[src/hdl/lpht_pkg.sv]
`timescale 1ns / 1ps
// Shared types and constants for the linear-probe hash table core.
// Used by lpht_slot_mem and linear_probe_hash_table_core; no dependencies.

package lpht_pkg;

    localparam int SLOTS       = 64;               // power of two, 2..4096
    localparam int IDX_W       = $clog2(SLOTS);
    localparam int PROBE_CNT_W = $clog2(SLOTS + 1);
    localparam int KEY_W       = 32;
    localparam int VALUE_W     = 32;
    localparam int COUNT_W     = 7;                // entry count, wraps mod 128

    typedef enum logic [1:0] {
        REQ_INSERT = 2'd0,
        REQ_LOOKUP = 2'd1,
        REQ_REMOVE = 2'd2,
        REQ_CLEAR  = 2'd3
    } req_type_t;

    // slot memory write port
    typedef struct packed {
        logic               en;
        logic [IDX_W-1:0]   addr;
        logic [KEY_W-1:0]   key;
        logic [VALUE_W-1:0] value;
    } slot_wr_t;

endpackage

[src/hdl/lpht_slot_mem.sv]
`timescale 1ns / 1ps
// Key/value slot storage: one write port, one registered read port.
// Depends on lpht_pkg.

module lpht_slot_mem (
    input  logic                          aclk,
    input  lpht_pkg::slot_wr_t            wr,
    input  logic [lpht_pkg::IDX_W-1:0]    rd_addr,
    output logic [lpht_pkg::KEY_W-1:0]    rd_key,
    output logic [lpht_pkg::VALUE_W-1:0]  rd_value
);

    logic [lpht_pkg::KEY_W-1:0]   key_mem   [lpht_pkg::SLOTS];
    logic [lpht_pkg::VALUE_W-1:0] value_mem [lpht_pkg::SLOTS];

    always_ff @(posedge aclk) begin
        if (wr.en) begin
            key_mem[wr.addr]   <= wr.key;
            value_mem[wr.addr] <= wr.value;
        end
        rd_key   <= key_mem[rd_addr];
        rd_value <= value_mem[rd_addr];
    end

endmodule

[src/hdl/linear_probe_hash_table_core.sv]
`timescale 1ns / 1ps
// Top level of the linear-probe hash table: request sequencer, used bits, count.
// Depends on lpht_pkg and lpht_slot_mem.
//
// Usage:
//  - Request channel s_*: s_tuser carries the request type (insert, lookup,
//    remove, clear); s_tdata carries key and insert value.
//  - Result channel m_*: one result per request. m_tuser is the success flag,
//    m_tdata carries the looked-up value (zero otherwise) and the entry count.
//  - s_tready is high only while the sequencer is idle; one request at a time.
//  - A probe walks the slots from the home slot (key low bits) with wraparound,
//    one slot read per cycle from the slot memory; the compare runs in the
//    cycle after the read. A request that stops at a probe goes to its result
//    state; one that probes every slot without stopping ends as a miss, and
//    clear goes straight to the result state. The next request is taken in the
//    cycle after the result is loaded, so a full probe occupies the block
//    until then. The single memory read port sets the pace of the probe walk.
//  - The result sits in an output register; the next request may be accepted
//    while it waits. A stalled receiver holds the sequencer in its result
//    state once a second result is ready.
//  - Reset frees every slot (used bits in flops) and zeroes the count; no
//    memory clearing pass is needed.

module linear_probe_hash_table_core (
    input  logic        aclk,
    input  logic        aresetn,
    // request
    input  logic        s_tvalid,
    output logic        s_tready,
    input  logic [63:0] s_tdata,   // [31:0] key, [63:32] data_in
    input  logic [1:0]  s_tuser,   // [1:0] req_type
    // result
    output logic        m_tvalid,
    input  logic        m_tready,
    output logic [39:0] m_tdata,   // [31:0] data_out, [38:32] entry_count, [39] zero
    output logic        m_tuser    // [0] ok
);

    typedef enum logic [1:0] {
        ST_IDLE,
        ST_PROBE,
        ST_RESULT
    } state_t;

    state_t                              state_reg;
    lpht_pkg::req_type_t                 req_reg;
    logic [lpht_pkg::KEY_W-1:0]          key_reg;
    logic [lpht_pkg::VALUE_W-1:0]        value_reg;
    logic [lpht_pkg::SLOTS-1:0]          used_reg;
    logic [lpht_pkg::COUNT_W-1:0]        count_reg;
    logic [lpht_pkg::IDX_W-1:0]          issue_pos_reg;
    logic [lpht_pkg::PROBE_CNT_W-1:0]    issue_cnt_reg;
    logic                                rd_vld_reg;
    logic [lpht_pkg::IDX_W-1:0]          rd_pos_reg;
    logic                                ok_reg;
    logic [lpht_pkg::VALUE_W-1:0]        dout_reg;
    logic                                m_tvalid_reg;
    logic                                m_ok_reg;
    logic [lpht_pkg::VALUE_W-1:0]        m_dout_reg;
    logic [lpht_pkg::COUNT_W-1:0]        m_count_reg;

    logic [lpht_pkg::KEY_W-1:0]          rd_key;
    logic [lpht_pkg::VALUE_W-1:0]        rd_value;
    lpht_pkg::slot_wr_t                  slot_wr;

    logic slot_used;
    logic key_match;
    logic probe_take;
    logic issue_more;
    logic probe_miss;
    logic result_load;

    // compare stage: one slot per cycle, read data arrives in the cycle after the issue
    assign slot_used  = used_reg[rd_pos_reg];
    assign key_match  = slot_used && (rd_key == key_reg);
    assign probe_take = rd_vld_reg &&
                        (key_match || (req_reg == lpht_pkg::REQ_INSERT && !slot_used));
    assign issue_more = (state_reg == ST_PROBE) &&
                        (issue_cnt_reg < lpht_pkg::PROBE_CNT_W'(lpht_pkg::SLOTS));
    assign probe_miss = !rd_vld_reg &&
                        (issue_cnt_reg == lpht_pkg::PROBE_CNT_W'(lpht_pkg::SLOTS));

    // output register takes a new result when empty or being drained
    assign result_load = (state_reg == ST_RESULT) && (!m_tvalid_reg || m_tready);

    // insert writes key and value at the slot it settles on
    always_comb begin
        slot_wr.en    = (state_reg == ST_PROBE) && probe_take &&
                        (req_reg == lpht_pkg::REQ_INSERT);
        slot_wr.addr  = rd_pos_reg;
        slot_wr.key   = key_reg;
        slot_wr.value = value_reg;
    end

    lpht_slot_mem u_slot_mem (
        .aclk     (aclk),
        .wr       (slot_wr),
        .rd_addr  (issue_pos_reg),
        .rd_key   (rd_key),
        .rd_value (rd_value)
    );

    assign s_tready = (state_reg == ST_IDLE);
    assign m_tvalid = m_tvalid_reg;
    assign m_tuser  = m_ok_reg;
    assign m_tdata  = {1'b0, m_count_reg, m_dout_reg};

    always_ff @(posedge aclk) begin
        if (!aresetn) begin
            state_reg    <= ST_IDLE;
            used_reg     <= '0;
            count_reg    <= '0;
            rd_vld_reg   <= 1'b0;
            m_tvalid_reg <= 1'b0;
        end else begin
            if (result_load) begin
                m_tvalid_reg <= 1'b1;
                m_ok_reg     <= ok_reg;
                m_dout_reg   <= dout_reg;
                m_count_reg  <= count_reg;
            end else if (m_tready) begin
                m_tvalid_reg <= 1'b0;
            end

            case (state_reg)
                ST_IDLE: begin
                    rd_vld_reg <= 1'b0;
                    if (s_tvalid) begin
                        req_reg       <= lpht_pkg::req_type_t'(s_tuser);
                        key_reg       <= s_tdata[31:0];
                        value_reg     <= s_tdata[63:32];
                        issue_pos_reg <= s_tdata[lpht_pkg::IDX_W-1:0];
                        issue_cnt_reg <= '0;
                        dout_reg      <= '0;
                        if (lpht_pkg::req_type_t'(s_tuser) == lpht_pkg::REQ_CLEAR) begin
                            used_reg  <= '0;
                            count_reg <= '0;
                            ok_reg    <= 1'b1;
                            state_reg <= ST_RESULT;
                        end else begin
                            ok_reg    <= 1'b0;
                            state_reg <= ST_PROBE;
                        end
                    end
                end

                ST_PROBE: begin
                    rd_vld_reg <= issue_more && !probe_take;
                    rd_pos_reg <= issue_pos_reg;
                    if (issue_more) begin
                        issue_pos_reg <= issue_pos_reg + 1'b1;   // wraps at SLOTS
                        issue_cnt_reg <= issue_cnt_reg + 1'b1;
                    end
                    if (probe_take) begin
                        ok_reg     <= 1'b1;
                        state_reg  <= ST_RESULT;
                        case (req_reg)
                            lpht_pkg::REQ_INSERT: begin
                                if (!slot_used) begin
                                    used_reg[rd_pos_reg] <= 1'b1;
                                    count_reg            <= count_reg + 1'b1;
                                end
                            end
                            lpht_pkg::REQ_LOOKUP: begin
                                dout_reg <= rd_value;
                            end
                            lpht_pkg::REQ_REMOVE: begin
                                used_reg[rd_pos_reg] <= 1'b0;
                                count_reg            <= count_reg - 1'b1;
                            end
                            default: begin
                            end
                        endcase
                    end else if (probe_miss) begin
                        state_reg <= ST_RESULT;
                    end
                end

                ST_RESULT: begin
                    if (result_load) begin
                        state_reg <= ST_IDLE;
                    end
                end

                default: begin
                    state_reg <= ST_IDLE;
                end
            endcase
        end
    end

endmodule
[config.mk]
export PLATFORM = sky130hd
export DESIGN_NAME = linear_probe_hash_table_core
export DESIGN_NICKNAME = d
export VERILOG_FILES = /design/src/hdl/lpht_pkg.sv /design/src/hdl/lpht_slot_mem.sv /design/src/hdl/linear_probe_hash_table_core.sv
export SDC_FILE = /design/constraint.sdc
export NUM_CORES = 2
export LEC_CHECK = 0
export BUFFER_PORTS_ARGS = -buffer_cell sky130_fd_sc_hd__buf_2
export CAP_MARGIN = 20
export CORE_MARGIN = 2
export CORE_UTILIZATION = 57
export DETAILED_ROUTE_END_ITERATION = 8
export PLACE_DENSITY = 0.73
export SLEW_MARGIN = 30
export SYNTH_ARGS = -nofsm -noshare
export SYNTH_HDL_FRONTEND = slang
export SYNTH_HIERARCHICAL = 1
export SYNTH_SLANG_ARGS = --single-unit
[constraint.sdc]
create_clock -name aclk -period 9.75 [get_ports aclk]
set_clock_uncertainty 0.2 [all_clocks]
set_input_delay 2.925 -clock aclk [delete_from_list [all_inputs] [get_ports aclk]]
set_output_delay 2.925 -clock aclk [all_outputs]
set_load 0.02 [all_outputs]
==> results_dict.tcl <==
set metrics [dict create \
    ctsResizeCount 0 \
    synth_area_sq_um 166000 \
    htreeDepth 5 \
    hp-class "flip-flop to flip-flop" \
    fin_tns_setup_ps 0 \
    syn_area_per_cell_sq_um 22.5 \
    numClockSinks 4393 \
    synthMostInstantiatedCell "edfxtp_1" \
    ant_nets 0 \
    cp_cell_sequence "buf_4 > and2_1 > buf_4 > a221oi_1 > o22a_1 > o22ai_1 > nor3_1 > nor2_1 > nor3_2 > nor2b_1 > nand2_2 > nor2_4 > buf_4" \
    dr.pass1.iters 6 \
    vdd.ir_drop.worst_mv 0.198 \
    area_growth_pct 12.5 \
    pwr_density_cell_nw_per_um2 213 \
    rsz0062_at_grt "no" \
    synth-edff-count 4254 \
    ys_types 76 \
    cts_root_buf "clkbuf_16" \
    fmax_mhz 156 \
    cts_setup_buffers 0 \
    finalSetupViolations 0 \
    multiInputGateArea_sq_um 34100 \
    clock_latency_ps 990 \
    final_cell_area_sq_um 187000 \
    cp_slowest_stage_delay_ps 770 \
    critical_path.endpoint_type "flip-flop" \
    detail_route.wl_per_cell_um 38.4 \
    final-seq-area_sq_um 131000 \
    synthTopCellsByArea "edfxtp_1 77%, mux4_2 14%, dfxtp_1 1.7%" \
    num_rows 198 \
    worstPathMaxFanout 45 \
    p_clk_share_pct 41.6 \
    maxSlewViolCount 0 \
    finalNetCount 7851 \
    min_from "dout_reg[11]" \
    critPathKind "flip-flop to flip-flop" \
    ys_seq_elements 4393 \
    grt_max_degree 115 \
    fillCellCount 18100 \
    dp.final_hpwl_mm 257 \
    final-hold-violation-count 0 \
    tightestPinTransition_ps 1020 \
    timing.rr.start "rd_pos_reg[1]" \
    first_iter_violations 14700 \
    vias 85000 \
    total_power_mw 39.9 \
    grt_usage_pct 31.4 \
    critPathBufInv 3 \
    drc_errors 0 \
    crit_path_frequent_cell "buf_4" \
    period_share_pct 65.7 \
    hold_buffers 0 \
    switching_share_pct 22.1 \
    die_height_um 544 \
    crit_path_start_kind "flip-flop" \
    synth_top_area_share_pct 76.8 \
    top_level_ports 113 \
    worstPathRequired_ps 10130 \
    cpMaxStageDelayCell "buf_4" \
    antenna_found_initial 25 \
    p_sw_mw 8.79 \
    relSlewSlack_pct 31.6 \
    p_int_mw 31.1 \
    cp_top_family "simple AND/OR/NAND/NOR gates" \
    grt_pass1_wl_mm 645 \
    grt_pass1_vias 83100 \
    ys_top_cells_by_count "4254 x edfxtp_1, 1026 x mux4_2, 270 x a22oi_1, 188 x clkbuf_1, 153 x buf_2" \
    cts_buffer_depth 4 \
    gp_congestion 0.854 \
    yosys.area.top_type "edfxtp_1" \
    crit_start "rd_pos_reg[1]" \
    power_frac_seq_pct 52.1 \
    syn_inst 7389 \
    routed_wirelength_mm 463 \
    drive_gt1_share_pct 26.6 \
    synth_ff_type "edfxtp_1" \
    path_clk_slew_ps 60 \
    overflow 0 \
    pwr-share-comb_pct 6.3 \
    cts-buffers-inserted 419 \
    cp.arrival_ps 6780 \
    drv_cap 0 \
    viasPerCell 7.06 \
    min_period_ps 6410 \
    cts_tree "yes" \
    dieWidth_um 544 \
    synth_nets 7468 \
    dieArea_sq_um 296000 \
    synthArstFlopShare_pct 0 \
    yosys_warnings 6 \
    core_region_area_sq_um 291000 \
    fin_hold_ws_ps 217 \
    portBuffers 111 \
    p_leak_nw 58.6 \
    outcome "completed" \
    dpl_cell_area_sq_um 173000 \
    initial_core_util_pct 57.2 \
    seq_area_frac_synth_pct 78.5 \
]
-- worst reg2reg max path: stages, from the launching register on --
cell      delay [ps]
edfxtp_1         350
buf_4            290
and2_1           490
buf_4            330
a221oi_1         320
o22a_1           190
o22ai_1          170
nor3_1           310
nor2_1           140
nor3_2           610
nor2b_1          480
nand2_2          540
nor2_4           770
buf_4            770
-- layout by cell type (no fill, tap or decap), types with 15 or more instances in the layout --
| master | n |
|---|---|
| mux2i_1 | 102 |
| nand3_1 | 149 |
| a211oi_1 | 61 |
| o22ai_1 | 107 |
| clkinv_2 | 67 |
| clkbuf_16 | 422 |
| and2_1 | 36 |
| mux4_2 | 1026 |
| buf_12 | 41 |
| o221ai_1 | 64 |
| buf_4 | 226 |
| xor2_1 | 36 |
| o211a_1 | 64 |
| edfxtp_1 | 4254 |
| bufinv_16 | 53 |
| a31oi_1 | 36 |
| buf_2 | 111 |
| a21o_1 | 15 |
| inv_1 | 16 |
| nand3b_1 | 18 |
| a21oi_1 | 47 |
| dfxtp_1 | 139 |
| nand2_1 | 109 |
| nand2b_1 | 42 |
| nor2_1 | 69 |
| nor2_4 | 68 |
| clkbuf_1 | 85 |
| a22oi_1 | 270 |
| clkinv_1 | 97 |
| a32oi_1 | 45 |
-- worst paths after layout --
kind	end	slack [ps]	cells past startpoint
min reg2reg	m_dout_reg[11]	220	0
max	u_slot_mem/key_mem[4][13]	3340	13
min	m_dout_reg[11]	220	0
max reg2reg	u_slot_mem/key_mem[4][13]	3340	13
-- layout make-up --
type | instances | area share [%]
diodes | 8 | 0.0107
clock buffers | 519 | 5.90
clock inverters | 261 | 1.58
flip-flops and latches | 4393 | 69.8
repair buffers | 403 | 1.88
multi-input cells | 2536 | 18.2
well taps | 3900 | 2.61
inverters | 19 | 0.0408
-- logic make-up after synthesis --
family	Yosys count	synth area share [%]
flip-flops	4393	78.5
multiplexers	1130	14.5
AO/OA/AOI/OAI	778	3.58
AND/OR/NAND/NOR	573	1.69
buffers and inverters	460	1.38
XOR/XNOR	45	0.237
adder cells (fa/ha/maj)	9	0.0722
other	1	0.00226
-- layer usage --
metal  global-route usage (%)  vias up  routed length, um
met5                        0        -                187
met4                     12.4       26              21000
met3                     9.34      972              66900
met2                     47.3     6797             213000
met1                     43.6    44900             162000
li1                         -    32400                  -
-- metrics by stage --
step                      setup slack, ps  std cells  utilization, %
after CTS                            3280      12000            64.4
after detailed placement             3290      11200            59.5
final                                3340      12000            64.4
after floorplan                      2620       7389               -
after global routing                 3180      12000            64.4
after global placement               2910      11200            59.4
-- power groups by stage --
stage               clock (mW)  sequential, mW  combinational [mW]
global route              17.4            20.8                2.58
CTS                       16.7            20.8                2.46
detailed placement           0            21.2                2.44
floorplan                    0            21.3                1.38
finish                    16.6            20.8                2.50
global placement             0            21.2                2.40
No activity file was read; power rests on OpenSTA's default activity.
